--- config.mk ---
export PLATFORM = sky130hd
export DESIGN_NAME = linear_resampler
export DESIGN_NICKNAME = d
export VERILOG_FILES = /design/src/hw/rtl/lr_pkg.sv /design/src/hw/rtl/lr_lerp.sv /design/src/hw/rtl/linear_resampler.sv
export SDC_FILE = /design/constraint.sdc
export NUM_CORES = 1
export LEC_CHECK = 0
export BUFFER_PORTS_ARGS = -buffer_cell sky130_fd_sc_hd__buf_2
export CORE_MARGIN = 3
export CORE_UTILIZATION = 40
export CTS_CLUSTER_SIZE = 30
export DETAILED_ROUTE_END_ITERATION = 16
export GPL_ROUTABILITY_DRIVEN = 1
export HOLD_SLACK_MARGIN = 0.02
export PLACE_DENSITY = 0.6
export SETUP_SLACK_MARGIN = 0.5
export SLEW_MARGIN = 25
export SYNTH_ARGS = -nofsm -noshare
export SYNTH_HDL_FRONTEND = slang
export SYNTH_SLANG_ARGS = --single-unit
--- constraint.sdc ---
create_clock -name clk_i -period 22.9 [get_ports clk_i]
set_clock_uncertainty 0.1 [all_clocks]
set_input_delay 4.58 -clock clk_i [delete_from_list [all_inputs] [get_ports clk_i]]
set_output_delay 4.58 -clock clk_i [all_outputs]
set_load 0.1 [all_outputs]
--- src/hw/rtl/lr_pkg.sv ---
package lr_pkg;

  localparam int SAMPLE_W    = 16;
  localparam int FRAC_W      = 16;
  localparam int POS_W       = 21;
  localparam int STEP_W      = 21;
  localparam int PROD_W      = SAMPLE_W + FRAC_W + 2;
  localparam int TAIL_W      = POS_W + 2;
  localparam int MAX_RESULTS = 16;
  localparam int CNT_W       = $clog2(MAX_RESULTS) + 1;

  localparam logic [POS_W-1:0]  ONE_POS    = POS_W'(1) << FRAC_W;
  localparam logic [STEP_W-1:0] STEP_MIN   = STEP_W'(ONE_POS >> 3);
  localparam logic [STEP_W-1:0] STEP_MAX   = STEP_W'(ONE_POS) << 4;
  localparam logic [STEP_W-1:0] STEP_RESET = STEP_W'(ONE_POS);
  localparam logic [TAIL_W-1:0] TAIL_LIM   = TAIL_W'(ONE_POS) << 1;

  typedef enum logic [1:0] {
    ST_IDLE,
    ST_MUL,
    ST_EMIT
  } lr_state_e;

  typedef struct packed {
    logic signed [SAMPLE_W-1:0] sample_in;
    logic                       last_in;
  } in_beat_t;

  typedef struct packed {
    logic signed [SAMPLE_W-1:0] sample_out;
    logic                       last_out;
    logic                       end_out;
  } out_beat_t;

endpackage

--- src/hw/rtl/lr_lerp.sv ---
module lr_lerp import lr_pkg::*; (
  input  logic                       clk_i,
  input  logic                       mul_en_i,
  input  logic signed [SAMPLE_W:0]   diff_i,
  input  logic        [FRAC_W-1:0]   frac_i,
  input  logic signed [SAMPLE_W-1:0] base_i,
  output logic signed [SAMPLE_W-1:0] result_o
);

  localparam logic signed [PROD_W-1:0] HALF = PROD_W'(1) <<< (FRAC_W - 1);

  logic signed [PROD_W-1:0]        prod_d, prod_q;
  logic signed [PROD_W-1:0]        rnd;
  logic signed [PROD_W-FRAC_W-1:0] ofs;
  logic signed [PROD_W-FRAC_W-1:0] sum;

  assign prod_d = PROD_W'(diff_i) * PROD_W'($signed({1'b0, frac_i}));

  always_ff @(posedge clk_i) begin
    if (mul_en_i) begin
      prod_q <= prod_d;
    end
  end

  assign rnd      = prod_q + HALF;
  assign ofs      = rnd[PROD_W-1:FRAC_W];
  assign sum      = ofs + (PROD_W-FRAC_W)'(base_i);
  assign result_o = sum[SAMPLE_W-1:0];

endmodule

--- src/hw/rtl/linear_resampler.sv ---
// Linear interpolation resampler, one shared multiply and round unit.
// After an item is taken, each of its results passes through the multiply state and then the
// emit state, which rounds and loads the output register; in_stall_o is high from the first
// multiply state until the last result is emitted, including any time a result waits on
// out_stall_i. An item causes up to 16 results; one with none leaves in_stall_o low.
// Reset (rst_ni low, asynchronous) clears the stream state, drops any pending output
// beat and sets the step back to 1.0.
module linear_resampler import lr_pkg::*; (
  input  logic              clk_i,
  input  logic              rst_ni,
  input  logic              cfg_we_i,
  input  logic [STEP_W-1:0] cfg_data_i,
  input  logic              in_valid_i,
  output logic              in_stall_o,
  input  in_beat_t          in_beat_i,
  output logic              out_valid_o,
  input  logic              out_stall_i,
  output out_beat_t         out_beat_o
);

  lr_state_e state_d, state_q;

  logic [STEP_W-1:0]          step_d, step_q;
  logic signed [SAMPLE_W-1:0] prev_d, prev_q;
  logic signed [SAMPLE_W-1:0] cur_d, cur_q;
  logic signed [SAMPLE_W:0]   diff_d, diff_q;
  logic [POS_W-1:0]           pos_d, pos_q;
  logic [CNT_W-1:0]           cnt_d, cnt_q;
  logic                       last_d, last_q;
  logic                       tail_d, tail_q;
  logic                       have_prev_d, have_prev_q;
  logic                       out_valid_d, out_valid_q;
  out_beat_t                  out_d, out_q;

  logic                       in_acc;
  logic                       out_free;
  logic [POS_W-1:0]           pos_n;
  logic [POS_W-1:0]           pos_wrap;
  logic                       pos_over;
  logic [POS_W-1:0]           pos_skip;
  logic [CNT_W-1:0]           cnt_n;
  logic                       cnt_ok;
  logic                       interp_more;
  logic                       tail_fit_n;
  logic                       tail_fit_wrap;
  logic                       tail_fit_zero;
  logic                       tail_fit_skip;
  logic                       more;
  logic signed [SAMPLE_W-1:0] lerp_res;

  function automatic logic tail_fits(input logic [POS_W-1:0] p, input logic [STEP_W-1:0] s);
    logic [TAIL_W-1:0] lhs;
    lhs = {1'b0, p, 1'b0} + TAIL_W'(s);
    return lhs <= TAIL_LIM;
  endfunction

  assign in_acc   = in_valid_i && (state_q == ST_IDLE);
  assign out_free = !out_valid_q || !out_stall_i;

  assign pos_n         = pos_q + POS_W'(step_q);
  assign pos_wrap      = (pos_n >= ONE_POS) ? (pos_n - ONE_POS) : '0;
  assign pos_over      = pos_q >= ONE_POS;
  assign pos_skip      = pos_q - ONE_POS;
  assign cnt_n         = cnt_q + CNT_W'(1);
  assign cnt_ok        = cnt_n < CNT_W'(MAX_RESULTS);
  assign interp_more   = (pos_n < ONE_POS) && cnt_ok;
  assign tail_fit_n    = tail_fits(pos_n, step_q);
  assign tail_fit_wrap = tail_fits(pos_wrap, step_q);
  assign tail_fit_zero = tail_fits('0, step_q);
  assign tail_fit_skip = tail_fits(pos_skip, step_q);
  assign more          = tail_q ? (tail_fit_n && cnt_ok)
                                : (interp_more || (last_q && tail_fit_wrap && cnt_ok));

  lr_lerp u_lerp (
    .clk_i    (clk_i),
    .mul_en_i (state_q == ST_MUL),
    .diff_i   (diff_q),
    .frac_i   (pos_q[FRAC_W-1:0]),
    .base_i   (prev_q),
    .result_o (lerp_res)
  );

  always_comb begin
    state_d = state_q;
    case (state_q)
      ST_IDLE: begin
        if (in_valid_i) begin
          if (have_prev_q) begin
            if (!pos_over || (in_beat_i.last_in && tail_fit_skip)) begin
              state_d = ST_MUL;
            end
          end else if (in_beat_i.last_in && tail_fit_zero) begin
            state_d = ST_MUL;
          end
        end
      end
      ST_MUL: begin
        state_d = ST_EMIT;
      end
      ST_EMIT: begin
        if (out_free) begin
          state_d = more ? ST_MUL : ST_IDLE;
        end
      end
      default: begin
        state_d = ST_IDLE;
      end
    endcase
  end

  always_comb begin
    step_d      = step_q;
    prev_d      = prev_q;
    cur_d       = cur_q;
    diff_d      = diff_q;
    pos_d       = pos_q;
    cnt_d       = cnt_q;
    last_d      = last_q;
    tail_d      = tail_q;
    have_prev_d = have_prev_q;
    out_valid_d = out_valid_q && out_stall_i;
    out_d       = out_q;

    if (cfg_we_i) begin
      if (cfg_data_i < STEP_MIN) begin
        step_d = STEP_MIN;
      end else if (cfg_data_i > STEP_MAX) begin
        step_d = STEP_MAX;
      end else begin
        step_d = cfg_data_i;
      end
    end

    if (in_acc) begin
      cur_d  = in_beat_i.sample_in;
      last_d = in_beat_i.last_in;
      cnt_d  = '0;
      if (have_prev_q) begin
        if (!pos_over) begin
          diff_d = (SAMPLE_W+1)'(in_beat_i.sample_in) - (SAMPLE_W+1)'(prev_q);
          tail_d = 1'b0;
        end else begin
          // no output falls in this interval: advance, and on a last item go straight to the tail
          prev_d = in_beat_i.sample_in;
          pos_d  = pos_skip;
          diff_d = '0;
          tail_d = 1'b1;
          if (in_beat_i.last_in && !tail_fit_skip) begin
            prev_d      = '0;
            pos_d       = '0;
            have_prev_d = 1'b0;
          end
        end
      end else begin
        prev_d = in_beat_i.sample_in;
        pos_d  = '0;
        diff_d = '0;
        tail_d = 1'b1;
        if (!in_beat_i.last_in) begin
          have_prev_d = 1'b1;
        end else if (!tail_fit_zero) begin
          prev_d = '0;
        end
      end
    end

    if ((state_q == ST_EMIT) && out_free) begin
      out_valid_d         = 1'b1;
      out_d.sample_out    = lerp_res;
      out_d.last_out      = !more;
      out_d.end_out       = !more && last_q;
      cnt_d               = cnt_n;
      if (tail_q) begin
        pos_d = pos_n;
        if (!more) begin
          prev_d      = '0;
          pos_d       = '0;
          have_prev_d = 1'b0;
        end
      end else if (interp_more) begin
        pos_d = pos_n;
      end else begin
        prev_d = cur_q;
        pos_d  = pos_wrap;
        if (last_q && tail_fit_wrap && cnt_ok) begin
          // switch to the tail: zero slope repeats the final sample
          tail_d = 1'b1;
          diff_d = '0;
        end else if (last_q) begin
          prev_d      = '0;
          pos_d       = '0;
          have_prev_d = 1'b0;
        end
      end
    end
  end

  always_ff @(posedge clk_i or negedge rst_ni) begin
    if (!rst_ni) begin
      state_q     <= ST_IDLE;
      step_q      <= STEP_RESET;
      prev_q      <= '0;
      pos_q       <= '0;
      cnt_q       <= '0;
      tail_q      <= 1'b0;
      last_q      <= 1'b0;
      have_prev_q <= 1'b0;
      out_valid_q <= 1'b0;
    end else begin
      state_q     <= state_d;
      step_q      <= step_d;
      prev_q      <= prev_d;
      pos_q       <= pos_d;
      cnt_q       <= cnt_d;
      tail_q      <= tail_d;
      last_q      <= last_d;
      have_prev_q <= have_prev_d;
      out_valid_q <= out_valid_d;
    end
  end

  always_ff @(posedge clk_i) begin
    cur_q  <= cur_d;
    diff_q <= diff_d;
    out_q  <= out_d;
  end

  assign in_stall_o  = (state_q != ST_IDLE);
  assign out_valid_o = out_valid_q;
  assign out_beat_o  = out_q;

endmodule

==> summary.txt <==
Power and ir drop
  – Sw power: ~0.0011 W
  – Internal: about 0.00099 W
  – Clk pwr share: around 13%
  – Combinational group share of total power: a little over three fifths
  – Leak Pwr: a little over 10 nW
  – VDD IR max: ~0.064 mV
  – Power Dens Cells: around 94 mW/mm2
  – Flop pwr share: roughly a quarter
  – Sw Ratio: between 50% and 60%

Synthesis
  – Seq/Total Area, Yosys: 16.9%
  – Yosys cell types: 80
  – Ys flop type: dfrtp_1
  – Main combinational cell family by area after synthesis: adder cells
  – Post-Synth Adder-Cell Area: a little under two fifths
  – Asr flop ratio synth: 50.4%
  – Post-Syn Area: between 0.02 and 0.025 mm2
  – Post-synthesis xor/xnor area fraction: between 4 and 5%
  – Synth Instances: approximately 2400
  – Mux contribution to synthesized area: less than 1%
  – EDFF count, synth: 51
  – Mapped Nets: approximately 2900
  – Yosys Warn Count: 0
  – #FFs+latches synth: ~140
  – Mean post-synth cell area: 8.92 um2
  – Synth Area in Compound Gates: approximately 16%
  – Simple-Gate Fraction of Synth Area: 16.6%

Timing
  – Final period utilization: a little under half
  – RSZ-0062 raised after global routing: false
  – Peak Freq: 91.2 MHz
  – Setup violators final: 0
  – Minimum clock period: approximately 11000 ps
  – Worst slew margin: between 20% and 30%
  – Measured slew at the worst slew-check pin: approximately 1100 ps
  – Final hold viol count: 0
  – Setup TNS: 0 ps
  – Slew Viols, Final: 0

CTS
  – Clk buf depth: 2
  – CTS tree: yes
  – TritonCTS Buffers: 17
  – Total clock sinks: between 100 and 150
  – Post-CTS setup buffers: 0
  – Number of gates resized after cts: 0
  – Worst-Skew Late Latency: 460 ps
  – Cts hold-fix bufs: 0
  – H-Tree Depth: 4
  – Register clock-pin slew on the reported worst setup and hold paths: around 60 ps
  – Clk root buf: clkbuf_16

Detailed routing
  – Routed vias/inst: about 5.6
  – Met3 wire len: between 4 and 5 mm
  – Vias post-DR: between 15000 and 20000
  – Max Used Layer: met4
  – Post-route ant nets: 0
  – Detail Route met2 WL: about 27 mm
  – DRC viols: 0
  – WL per Instance: 19.4 um
  – DRT iter0 DRCs: 1411
  – Initial DRT Pass Iterations: 7
  – Metal1 wirelength: ~27 mm
  – Final wirelength: 59.8 mm

Global routing
  – Initial antenna violation count: 0
  – Maximum number of pins on one net before global-route repair: 70
  – Vias in the first global route: between 15000 and 20000
  – Grt ovf: 0
  – First-pass GRT wire length: roughly 96 mm
  – Overall Global Routing Usage: 21.6%

Placed design
  – Port Buffers: just over 60
  – RePlAce Congestion: roughly 0.96
  – Placed Instance Area: 0.0222 mm2
  – Hpwl dp: roughly 47 mm
  – Placed insts: approximately 3000

Status
  – Status: finished clean

Setup path
  – Max stage delay on crit path: a little under 1000 ps
  – Peak fanout along the critical path: 20
  – WS Path Type: flip-flop to flip-flop
  – Reg2reg setup slack: between 10000 and 15000 ps
  – CP Data Required Time: around 23000 ps
  – Setup crit end kind: flip-flop
  – Slowest stage cell, crit path: a2111oi_0
  – CP Launch Type: flip-flop
  – Worst Path Arrival: 11250 ps

Die
  – Initial Utilization: around two fifths
  – Die area: 0.0559 mm2
  – Core area: between 0.05 and 0.06 mm2
  – Core Rows: 83
  – Top-level port count: 63
  – Die Span Y: about 240 um
  – Die X: around 240 um

Min path
  – Worst hold path class: flip-flop to flip-flop

Final layout
  – Post-layout nets: slightly below 3000
  – Commonest non-fill, non-tap cell in the layout: inv_1
  – Final Non-Filler Cells: slightly above 3000
  – Most frequent cells in the layout: inv_1 (369), fa_1 (271), nand2_1 (255), ha_1 (201), and2_1 (124)
  – Final std cell area, no fill: between 0.02 and 0.025 mm2
  – Core Util, Final: a little over two fifths
  – Synth-to-layout area growth: 7.07%
  – Share of cells above drive strength 1: around 5.3%

Run
  – Max cap viols: 0
state kept, by name (all words and copies together) (netlist names), 2 cells and up:
signal         cells
pos_q             21
step_q            21
out_beat_o        18
diff_q            17
u_lerp.prod_q     17
cur_q             16
prev_q            16
cnt_q              5
state_q            2
through the flow:
stage / hold slack [ps] / power (W) / worst slack [ps]
after floorplan: 351 / 0.00145 / 13980
after global placement: 380 / 0.00181 / 12530
after detailed placement: 390 / 0.00184 / 12230
after CTS: 398 / 0.00212 / 12180
after global routing: 433 / 0.00230 / 11490
final: 385 / 0.00213 / 11930
routing by layer:
| metal | up-vias | GRT usage, % |
|---|---|---|
| li1 | 8065 | - |
| met1 | 8420 | 30.4 |
| met2 | 549 | 33.9 |
| met3 | 108 | 3.74 |
| met4 | 0 | 7.13 |
| met5 | - | 0 |
critical path, delay by kind of cell, from the launching register on:
family          cells  cell delay, ps
compound gates      8            3170
flops               1             840
simple gates       15            4620
buf+inv             2             130
xor+xnor            1             370
fa+ha+maj           5            1660
Yosys cell counts, types with 17 or more instances:
master | n | share of area, %
ha_1 | 201 | 12
a22o_1 | 32 | 1.3
o21bai_1 | 17 | 0.60
and2_1 | 124 | 3.7
inv_1 | 370 | 6.5
edfxtp_1 | 51 | 7.2
o21a_1 | 30 | 1.1
nand3_1 | 39 | 0.92
a21oi_1 | 103 | 2.4
dfxtp_1 | 17 | 1.6
nor2_1 | 110 | 1.9
xnor2_1 | 75 | 3.1
nor2b_1 | 23 | 0.68
dfrtp_1 | 68 | 8.0
fa_1 | 271 | 26
nand4_1 | 22 | 0.65
nor4_1 | 20 | 0.59
o21ai_0 | 65 | 1.5
a211oi_1 | 48 | 1.7
a21o_1 | 35 | 1.2
clkbuf_1 | 78 | 1.4
nand2_1 | 256 | 4.5
xor2_1 | 35 | 1.4
nor3_1 | 35 | 0.82
power groups by stage:
| stage | Combinational (W) | Sequential [W] | Clock [W] |
|---|---|---|---|
| 2_1_floorplan | 0.000971 | 0.000475 | 0 |
| 3_3_place_gp | 0.00130 | 0.000519 | 0 |
| 3_5_place_dp | 0.00132 | 0.000522 | 0 |
| 4_1_cts | 0.00133 | 0.000519 | 0.000277 |
| 5_1_grt | 0.00148 | 0.000533 | 0.000288 |
| 6_report | 0.00134 | 0.000522 | 0.000271 |
layout make-up:
class / count / area, um2
Antenna cell: 1 / 2.50
Clock buffer: 20 / 478
Clock inverter: 12 / 83.8
Fill cell: 5104 / 29200
Inverter: 371 / 1390
Multi-Input combinational cell: 1786 / 16000
Sequential cell: 137 / 3600
Tap cell: 680 / 851
Timing Repair Buffer: 72 / 392
worst paths after layout:
kind / start / end / cells after the start
worst max-delay path: pos_q[0] / pos_q[2] / 31
worst min-delay path: cnt_q[3] / cnt_q[3] / 1
worst max register to register: pos_q[0] / pos_q[2] / 31
worst min register to register: cnt_q[3] / cnt_q[3] / 1
max in group asynchronous: rst_ni / pos_q[9] / 1
min in group asynchronous: rst_ni / cnt_q[2] / 1
cell families after synthesis:
logic type                 count (synthesis)
adders and majority gates                472
xor gates and xnor gates                 110
AOI/OAI and AO/OA                        485
and+or+nand+nor                          712
muxes                                      7
buffers and inverters                    459
DFF                                      137
(Power assumes the default switching activity.)
